--- config.mk ---
export PLATFORM = sky130hd
export DESIGN_NAME = free_cell_stack_allocator_core
export DESIGN_NICKNAME = d
export VERILOG_FILES = /design/src/rtl/fcsa_pkg.sv /design/src/rtl/fcsa_ram.sv /design/src/rtl/fcsa_divider.sv /design/src/rtl/free_cell_stack_allocator_core.sv
export SDC_FILE = /design/constraint.sdc
export NUM_CORES = 2
export LEC_CHECK = 0
export BUFFER_PORTS_ARGS = -buffer_cell sky130_fd_sc_hd__buf_4
export CAP_MARGIN = 20
export CORE_MARGIN = 5
export CORE_UTILIZATION = 40
export DETAILED_ROUTE_END_ITERATION = 7
export HOLD_SLACK_MARGIN = 0.06
export PLACE_DENSITY = 0.59
export SKIP_CTS_REPAIR_TIMING = 1
export SYNTH_ARGS = -nofsm -noshare
export SYNTH_HDL_FRONTEND = slang
export SYNTH_SLANG_ARGS = --single-unit
--- constraint.sdc ---
create_clock -name clk_i -period 12.6 [get_ports clk_i]
set_input_delay 2.52 -clock clk_i [delete_from_list [all_inputs] [get_ports clk_i]]
set_output_delay 2.52 -clock clk_i [all_outputs]
set_load 0.01 [all_outputs]
--- src/rtl/fcsa_pkg.sv ---
// Shared types, codes and helper functions for the free cell stack allocator.
// No dependencies; imported by the divider and the allocator core.
package fcsa_pkg;

  localparam int unsigned RegW  = 5;
  localparam int unsigned CellW = 9;

  localparam int unsigned RowCountReset    = 16;
  localparam int unsigned ColumnCountReset = 16;

  localparam int unsigned DefMaxRows    = 16;
  localparam int unsigned DefMaxColumns = 16;
  localparam int unsigned DefStackDepth = 256;

  typedef logic [RegW-1:0]  reg_t;
  typedef logic [CellW-1:0] cell_t;

  localparam logic OP_RESERVE = 1'b0;
  localparam logic OP_RELEASE = 1'b1;

  localparam logic [1:0] CFG_ROW_COUNT    = 2'd0;
  localparam logic [1:0] CFG_COLUMN_COUNT = 2'd1;

  typedef enum logic [1:0] {
    STATUS_OK    = 2'd0,
    STATUS_EMPTY = 2'd1,
    STATUS_FULL  = 2'd2
  } status_e;

  // Result of the divider, valid for one cycle when done is high.
  typedef struct packed {
    logic  done;
    cell_t quot;
    reg_t  rem;
  } div_res_t;

  // Clamp a grid dimension to 1..max_v.
  function automatic reg_t clamp_dim(reg_t v, int unsigned max_v);
    reg_t res;
    if (v == '0) begin
      res = reg_t'(1);
    end else if (32'(v) > max_v) begin
      res = reg_t'(max_v);
    end else begin
      res = v;
    end
    return res;
  endfunction

  // Initial stack fill: rows times columns, limited to the stack depth.
  function automatic int unsigned grid_fill(reg_t r, reg_t c, int unsigned depth);
    int unsigned t;
    t = 32'(r) * 32'(c);
    return (t > depth) ? depth : t;
  endfunction

endpackage

--- src/rtl/fcsa_ram.sv ---
// Generic single-port RAM with registered read data.
// No dependencies; holds the free stack of the allocator.
module fcsa_ram #(
  parameter int unsigned WIDTH = 9,
  parameter int unsigned DEPTH = 256,
  parameter int unsigned AW    = (DEPTH > 1) ? $clog2(DEPTH) : 1
) (
  input  logic             clk_i,
  input  logic             we_i,
  input  logic [AW-1:0]    addr_i,
  input  logic [WIDTH-1:0] wdata_i,
  output logic [WIDTH-1:0] rdata_o
);

  logic [WIDTH-1:0] mem_q [DEPTH];

  always_ff @(posedge clk_i) begin
    if (we_i) begin
      mem_q[addr_i] <= wdata_i;
    end
    rdata_o <= mem_q[addr_i];
  end

endmodule

--- src/rtl/fcsa_divider.sv ---
// Restoring radix-2 divider, one quotient bit per cycle.
// Depends on fcsa_pkg for the cell and register types and the result struct.
module fcsa_divider (
  input  logic             clk_i,
  input  logic             rst_ni,
  input  logic             start_i,
  input  fcsa_pkg::cell_t  dividend_i,
  input  fcsa_pkg::reg_t   divisor_i,
  output fcsa_pkg::div_res_t res_o
);
  import fcsa_pkg::*;

  localparam int unsigned CntW = $clog2(CellW);

  logic            busy_q, busy_d;
  logic            done_q, done_d;
  logic [CntW-1:0] cnt_q, cnt_d;
  cell_t           quot_q, quot_d;
  reg_t            rem_q, rem_d;
  reg_t            dvsr_q, dvsr_d;

  logic [RegW:0]   trial;
  logic [RegW:0]   diff;
  logic            ge;

  assign trial = {rem_q, quot_q[CellW-1]};
  assign ge    = trial >= {1'b0, dvsr_q};
  assign diff  = trial - {1'b0, dvsr_q};

  always_comb begin
    busy_d = busy_q;
    done_d = 1'b0;
    cnt_d  = cnt_q;
    quot_d = quot_q;
    rem_d  = rem_q;
    dvsr_d = dvsr_q;
    if (start_i) begin
      busy_d = 1'b1;
      cnt_d  = '0;
      quot_d = dividend_i;
      rem_d  = '0;
      dvsr_d = divisor_i;
    end else if (busy_q) begin
      // shift in the next dividend bit, subtract when it fits
      quot_d = {quot_q[CellW-2:0], ge};
      rem_d  = ge ? diff[RegW-1:0] : trial[RegW-1:0];
      cnt_d  = cnt_q + CntW'(1);
      if (cnt_q == CntW'(CellW - 1)) begin
        busy_d = 1'b0;
        done_d = 1'b1;
      end
    end
  end

  always_ff @(posedge clk_i or negedge rst_ni) begin
    if (!rst_ni) begin
      busy_q <= 1'b0;
      done_q <= 1'b0;
      cnt_q  <= '0;
    end else begin
      busy_q <= busy_d;
      done_q <= done_d;
      cnt_q  <= cnt_d;
    end
  end

  always_ff @(posedge clk_i) begin
    quot_q <= quot_d;
    rem_q  <= rem_d;
    dvsr_q <= dvsr_d;
  end

  assign res_o.done = done_q;
  assign res_o.quot = quot_q;
  assign res_o.rem  = rem_q;

endmodule

--- src/rtl/free_cell_stack_allocator_core.sv ---
// Free cell stack allocator: LIFO of free cell numbers with row/column decode.
// Release, empty reserve and dropped release go from idle straight to the result load;
// a popping reserve first passes divider load, 9 steps and done, then the result load.
// Next word taken after the result load, which waits while the output word is held.
// Reset and every write to the row or column count reload the stack; entries below the
// lowest fill since reload read as index plus one. Needs fcsa_pkg, fcsa_ram, fcsa_divider.
module free_cell_stack_allocator_core #(
  parameter int unsigned MAX_ROWS    = fcsa_pkg::DefMaxRows,
  parameter int unsigned MAX_COLUMNS = fcsa_pkg::DefMaxColumns,
  parameter int unsigned STACK_DEPTH = fcsa_pkg::DefStackDepth
) (
  input  logic        clk_i,
  input  logic        rst_ni,
  // configuration write port
  input  logic        cfg_we_i,
  input  logic [1:0]  cfg_index_i,
  input  fcsa_pkg::reg_t cfg_data_i,
  // request stream
  input  logic        s_axis_tvalid,
  output logic        s_axis_tready,
  input  logic [15:0] s_axis_tdata,  // [4:0] row_in, [9:5] column_in, [15:10] zero
  input  logic [0:0]  s_axis_tuser,  // [0] opcode
  // result stream
  output logic        m_axis_tvalid,
  input  logic        m_axis_tready,
  output logic [23:0] m_axis_tdata,  // [4:0] row_out, [9:5] column_out,
                                     // [18:10] free_count, [23:19] zero
  output logic [1:0]  m_axis_tuser   // [1:0] status
);
  import fcsa_pkg::*;

  localparam int unsigned AW    = (STACK_DEPTH > 1) ? $clog2(STACK_DEPTH) : 1;
  localparam int unsigned FillW = $clog2(STACK_DEPTH + 1);
  localparam int unsigned ResetFill = grid_fill(
      clamp_dim(reg_t'(RowCountReset), MAX_ROWS),
      clamp_dim(reg_t'(ColumnCountReset), MAX_COLUMNS), STACK_DEPTH);

  typedef enum logic [3:0] {
    ST_IDLE = 4'b0001,
    ST_READ = 4'b0010,
    ST_DIV  = 4'b0100,
    ST_DONE = 4'b1000
  } state_e;

  state_e state_q, state_d;

  reg_t           rows_q, rows_d;
  reg_t           cols_q, cols_d;
  logic [FillW-1:0] fill_q, fill_d;
  logic [FillW-1:0] low_q, low_d;     // lowest fill since reload
  logic           use_rst_q, use_rst_d;
  logic [AW-1:0]  rd_idx_q, rd_idx_d;
  status_e        res_status_q, res_status_d;
  logic           res_div_q, res_div_d;

  logic           m_valid_q, m_valid_d;
  status_e        m_status_q, m_status_d;
  reg_t           m_row_q, m_row_d;
  reg_t           m_col_q, m_col_d;
  cell_t          m_count_q, m_count_d;

  reg_t           eff_cols;
  reg_t           row_in, col_in;
  logic           opcode;
  logic           accept;
  logic [FillW-1:0] fill_dec;
  logic [FillW-1:0] reload_fill;
  reg_t           cfg_rows, cfg_cols;
  logic           cfg_hit;

  cell_t          rm1;
  logic [2*CellW-1:0] rel_prod;
  cell_t          rel_cell;
  cell_t          pop_cell;

  logic           ram_we;
  logic [AW-1:0]  ram_addr;
  cell_t          ram_rdata;
  logic           div_start;
  div_res_t       div_res;

  assign opcode   = s_axis_tuser[0];
  assign row_in   = s_axis_tdata[4:0];
  assign col_in   = s_axis_tdata[9:5];
  assign accept   = s_axis_tvalid && s_axis_tready;
  assign eff_cols = clamp_dim(cols_q, MAX_COLUMNS);
  assign fill_dec = fill_q - FillW'(1);

  // released cell number, modulo the cell width
  assign rm1      = cell_t'(row_in) - cell_t'(1);
  assign rel_prod = rm1 * cell_t'(eff_cols);
  assign rel_cell = rel_prod[CellW-1:0] + cell_t'(col_in);

  // untouched entries read as their reset value, index plus one
  assign pop_cell = use_rst_q ? cell_t'(32'(rd_idx_q) + 32'd1) : ram_rdata;

  assign cfg_hit  = cfg_we_i &&
                    (cfg_index_i == CFG_ROW_COUNT || cfg_index_i == CFG_COLUMN_COUNT);
  assign cfg_rows = (cfg_index_i == CFG_ROW_COUNT) ? cfg_data_i : rows_q;
  assign cfg_cols = (cfg_index_i == CFG_COLUMN_COUNT) ? cfg_data_i : cols_q;
  assign reload_fill = FillW'(grid_fill(clamp_dim(cfg_rows, MAX_ROWS),
                                        clamp_dim(cfg_cols, MAX_COLUMNS), STACK_DEPTH));

  assign s_axis_tready = (state_q == ST_IDLE);
  assign div_start     = (state_q == ST_READ);

  always_comb begin
    state_d      = state_q;
    rows_d       = rows_q;
    cols_d       = cols_q;
    fill_d       = fill_q;
    low_d        = low_q;
    use_rst_d    = use_rst_q;
    rd_idx_d     = rd_idx_q;
    res_status_d = res_status_q;
    res_div_d    = res_div_q;
    m_valid_d    = m_valid_q && !m_axis_tready;
    m_status_d   = m_status_q;
    m_row_d      = m_row_q;
    m_col_d      = m_col_q;
    m_count_d    = m_count_q;
    ram_we       = 1'b0;
    ram_addr     = fill_dec[AW-1:0];

    case (state_q)
      ST_IDLE: begin
        if (accept) begin
          res_status_d = STATUS_OK;
          res_div_d    = 1'b0;
          state_d      = ST_DONE;
          if (opcode == OP_RESERVE) begin
            if (fill_q == '0) begin
              res_status_d = STATUS_EMPTY;
            end else begin
              fill_d    = fill_dec;
              use_rst_d = fill_dec < low_q;
              rd_idx_d  = fill_dec[AW-1:0];
              if (fill_dec < low_q) begin
                low_d = fill_dec;
              end
              res_div_d = 1'b1;
              state_d   = ST_READ;
            end
          end else begin
            if (32'(fill_q) >= STACK_DEPTH) begin
              res_status_d = STATUS_FULL;
            end else begin
              ram_we   = 1'b1;
              ram_addr = fill_q[AW-1:0];
              fill_d   = fill_q + FillW'(1);
            end
          end
        end
      end
      ST_READ: begin
        state_d = ST_DIV;
      end
      ST_DIV: begin
        if (div_res.done) begin
          state_d = ST_DONE;
        end
      end
      ST_DONE: begin
        // load the output word once the previous one has left
        if (!m_valid_q || m_axis_tready) begin
          m_valid_d  = 1'b1;
          m_status_d = res_status_q;
          m_count_d  = cell_t'(fill_q);
          m_row_d    = res_div_q ? reg_t'(div_res.quot + cell_t'(1)) : '0;
          m_col_d    = res_div_q ? div_res.rem + reg_t'(1) : '0;
          state_d    = ST_IDLE;
        end
      end
      default: begin
        state_d = ST_IDLE;
      end
    endcase

    if (cfg_hit) begin
      rows_d = cfg_rows;
      cols_d = cfg_cols;
      fill_d = reload_fill;
      low_d  = reload_fill;
    end
  end

  always_ff @(posedge clk_i or negedge rst_ni) begin
    if (!rst_ni) begin
      state_q   <= ST_IDLE;
      rows_q    <= reg_t'(RowCountReset);
      cols_q    <= reg_t'(ColumnCountReset);
      fill_q    <= FillW'(ResetFill);
      low_q     <= FillW'(ResetFill);
      m_valid_q <= 1'b0;
    end else begin
      state_q   <= state_d;
      rows_q    <= rows_d;
      cols_q    <= cols_d;
      fill_q    <= fill_d;
      low_q     <= low_d;
      m_valid_q <= m_valid_d;
    end
  end

  always_ff @(posedge clk_i) begin
    use_rst_q    <= use_rst_d;
    rd_idx_q     <= rd_idx_d;
    res_status_q <= res_status_d;
    res_div_q    <= res_div_d;
    m_status_q   <= m_status_d;
    m_row_q      <= m_row_d;
    m_col_q      <= m_col_d;
    m_count_q    <= m_count_d;
  end

  fcsa_ram #(
    .WIDTH (CellW),
    .DEPTH (STACK_DEPTH),
    .AW    (AW)
  ) u_stack (
    .clk_i   (clk_i),
    .we_i    (ram_we),
    .addr_i  (ram_addr),
    .wdata_i (rel_cell),
    .rdata_o (ram_rdata)
  );

  fcsa_divider u_div (
    .clk_i      (clk_i),
    .rst_ni     (rst_ni),
    .start_i    (div_start),
    .dividend_i (pop_cell - cell_t'(1)),
    .divisor_i  (eff_cols),
    .res_o      (div_res)
  );

  assign m_axis_tvalid = m_valid_q;
  assign m_axis_tuser  = m_status_q;
  assign m_axis_tdata  = {5'b0, m_count_q, m_col_q, m_row_q};

  a_fill_in_range: assert property (@(posedge clk_i) disable iff (!rst_ni)
    32'(fill_q) <= STACK_DEPTH)
    else $error("stack fill beyond depth");

  a_low_below_fill: assert property (@(posedge clk_i) disable iff (!rst_ni)
    low_q <= fill_q)
    else $error("low-water mark above fill");

  a_div_done_in_div: assert property (@(posedge clk_i) disable iff (!rst_ni)
    div_res.done |-> state_q == ST_DIV)
    else $error("divider finished outside divide state");

  a_div_result_pop: assert property (@(posedge clk_i) disable iff (!rst_ni)
    (state_q == ST_READ) |=> res_div_q && res_status_q == STATUS_OK)
    else $error("divide started for a word that does not pop");

endmodule
==> reports/qor.csv <==
metric,value,unit
status,"complete, no violations",
r2r_slack,5460,ps
setup_ws,4770,ps
switching_share,0.440,
syn_inst,7615,
cp_cell_sequence,buf_4 > inv_1 > ha_1 > nor3b_1 > xor2_1 > nand2_1 > fa_1 > fa_1 > inv_1 > fa_1 > ha_1 > a21oi_1 > o21bai_1 > a21oi_1 > xnor2_4 > buf_12 > buf_4,
antenna_found_initial,23,
r2r_start,fill_q[0],
cp-end-kind,flip-flop,
max_freq,0.128,GHz
crit_path_max_fanout,195,
reg2reg_depth,13,
p_int,21.2,mW
ir_drop,678,uV
synth_top_area_cell,edfxtp_1,
multi_input_area,0.0342,mm^2
io_pins,57,
slowest_delay,740,ps
gp_congestion,0.870,
routed_wl,359000,um
synth-warning-count,0,
holdWs,420,ps
place.port_buffers,45,
root_buffer,clkbuf_16,
tightestPinTransition,1360,ps
utilization,0.448,
synth.area.top_cells,"edfxtp_1 (65%), mux2i_1 (5.6%), a221oi_1 (3.3%)",
async_reset_ff_frac,0.0162,
syn_to_final_growth,11.5,%
fillers,23700,
place_area,0.113,mm^2
cts.sinks,2404,
leakage,38.8,nW
combPwrFrac,0.481,
post-route-period-util,0.622,
p_seq_frac,0.317,
fin_nets,7560,
dp.cells,10700,
synth_top_area_frac,0.649,
fin_crit,7830,ps
cts.reportedPaths.clkPinSlew,60,ps
dieArea,0.283,mm^2
maxSlewViolCount,0,
final_common_cell,edfxtp_1,
dp_hpwl,203000,um
seq_area,0.0719,mm^2
whs_path_depth,0,
synthFlopType,edfxtp_1,
setup_viol,0,
p_switching,16.6,mW
die_w,532,um
yosysSeqAreaShare,0.660,
clockPowerShare,0.202,
rsz0062_at_grt,false,
cts_tree,yes,
via_per_inst,6.57,
vias,73600,
slew_headroom,0.0912,
num_rows,191,
synth-edff-count,2351,
worst-setup-path-type,in -> reg,
p_per_area,312,mW/mm^2
slowest_stage,buf_4,
final_cell_mix,"edfxtp_1 (2351), mux2i_1 (607), nor2_1 (409)",
grt_pass1_wl,511000,um
cap_violations,0,
worst_ep_arrival_time,8400,ps
drive_above_1_share,0.149,
routedWlPerCell,32.0,um
grt_use_total,0.243,
finalNonFillerCells,11200,
total_power,37.8,mW
hold_start,res_status_q[0],
dr.pass1.iters,7,
grt_max_degree,196,
finalHoldViolCount,0,
stdcell_area,0.121,mm^2
numCtsBuffers,276,
core,0.271,mm^2
clk_latency,940,ps
min_to,m_axis_tuser[0],
syn-cell-area,0.109,mm^2
dieHeight,532,um
timing.rr.end,u_stack.rdata_o[6],
first_global_vias,70900,
syn_area_per_cell,14.3,um^2
drt_iter0_markers,9582,
post_synth_num_cell_types,92,
drtAntennaViolNets,0,
place_ws,4000,ps
cts.htree.levels,5,
startpoint_type,primary input,
clock_path_buffers,4,
required,13170,ps
cpMostUsedCell,fa_1,
grt_overflow,0,
synth-seq-cells,2404,
fin_skew,57.2,ps
timing.setup.tns,0,ps
drc_errors,0,
hold_path_class,reg -> reg,
initial_core_util,0.402,
==> cell type report <==
type	count	area share
Sequential cell	2404	0.592
Multi-Input combinational cell	4461	0.282
Clock buffer	351	0.0606
Tap cell	3570	0.0368
Timing Repair Buffer	234	0.0176
Clock inverter	111	0.00829
Inverter	72	0.00239
Antenna cell	6	0.000124
==> state kept, by name, indices dropped and copies added (netlist names), 8 cells and up <==
signal	flops
u_stack.mem_q	2304
rd_idx_q	8
u_stack.rdata_o	9
m_count_q	9
u_div.quot_q	9
low_q	9
fill_q	9
==> worst max-delay path, delay by kind of cell <==
kind / cells / cell delay [ps]
adder cells (fa/ha/maj): 5 / 2080
buffers and inverters: 5 / 1580
AO/OA/AOI/OAI: 3 / 870
XOR/XNOR: 2 / 580
AND/OR/NAND/NOR: 2 / 360
==> power by group through the flow <==
stage	logic [mW]	clock network (mW)	registers (mW)
2_1_floorplan	10.2	0	12.6
3_3_place_gp	17.5	0	12.1
3_5_place_dp	17.9	0	12.1
4_1_cts	17.9	7.70	12.0
5_1_grt	18.9	8.04	12.0
6_report	18.2	7.63	12.0
==> Yosys cell counts, drive strengths merged, types with 18 or more instances <==
| cell | n |
|---|---|
| nor2 | 413 |
| o21a | 35 |
| inv | 71 |
| o22ai | 150 |
| a22o | 35 |
| ha | 54 |
| o31ai | 255 |
| dfrtp | 34 |
| a22oi | 210 |
| and2 | 20 |
| mux2i | 607 |
| a211oi | 29 |
| o22a | 18 |
| o41ai | 21 |
| xnor2 | 31 |
| clkbuf | 328 |
| a31oi | 168 |
| a221oi | 404 |
| o2111ai | 221 |
| nor3 | 135 |
| a222oi | 50 |
| and3 | 52 |
| nand2b | 18 |
| buf | 354 |
| nand2 | 234 |
| nand3 | 71 |
| a21oi | 287 |
| edfxtp | 2351 |
| fa | 28 |
| a221o | 69 |
| o21ai | 141 |
| or2 | 237 |
| mux4 | 58 |
| mux2 | 199 |
==> worst max path at each step <==
stage,depth (start not counted),from,slack [ps],endpoint
2_1_floorplan,15,s_axis_tdata[0],1840,u_stack.mem_q[0][8]
3_3_place_gp,17,s_axis_tdata[0],4030,u_stack.mem_q[1][7]
3_5_place_dp,17,s_axis_tdata[0],4000,u_stack.mem_q[34][7]
4_1_cts,17,s_axis_tdata[0],4900,u_stack.mem_q[34][7]
5_1_grt,17,s_axis_tdata[0],4540,u_stack.mem_q[35][7]
6_report,17,s_axis_tdata[0],4770,u_stack.mem_q[34][7]
==> cells by family (layout without fill, tap and decap cells) <==
family	count (synthesis)	count (layout)	synth area share
flops	2404	2404	0.660
compound gates	2207	2207	0.151
simple gates	1257	1257	0.0555
mux	864	864	0.0884
buf+inv	754	768	0.0293
fa+ha+maj	82	82	0.0114
xor+xnor	46	46	0.00370
other cells	1	11	0.0000345
==> routing by layer <==
| metal | part of all wire | GRT usage | vias up |
|---|---|---|---|
| li1 | - | - | 30800 |
| met1 | 0.40 | 0.332 | 37800 |
| met2 | 0.45 | 0.371 | 4143 |
| met3 | 0.10 | 0.0559 | 815 |
| met4 | 0.050 | 0.110 | 22 |
| met5 | 0.00072 | 0.00287 | - |
Note: power is estimated with default switching activity, not from simulation.
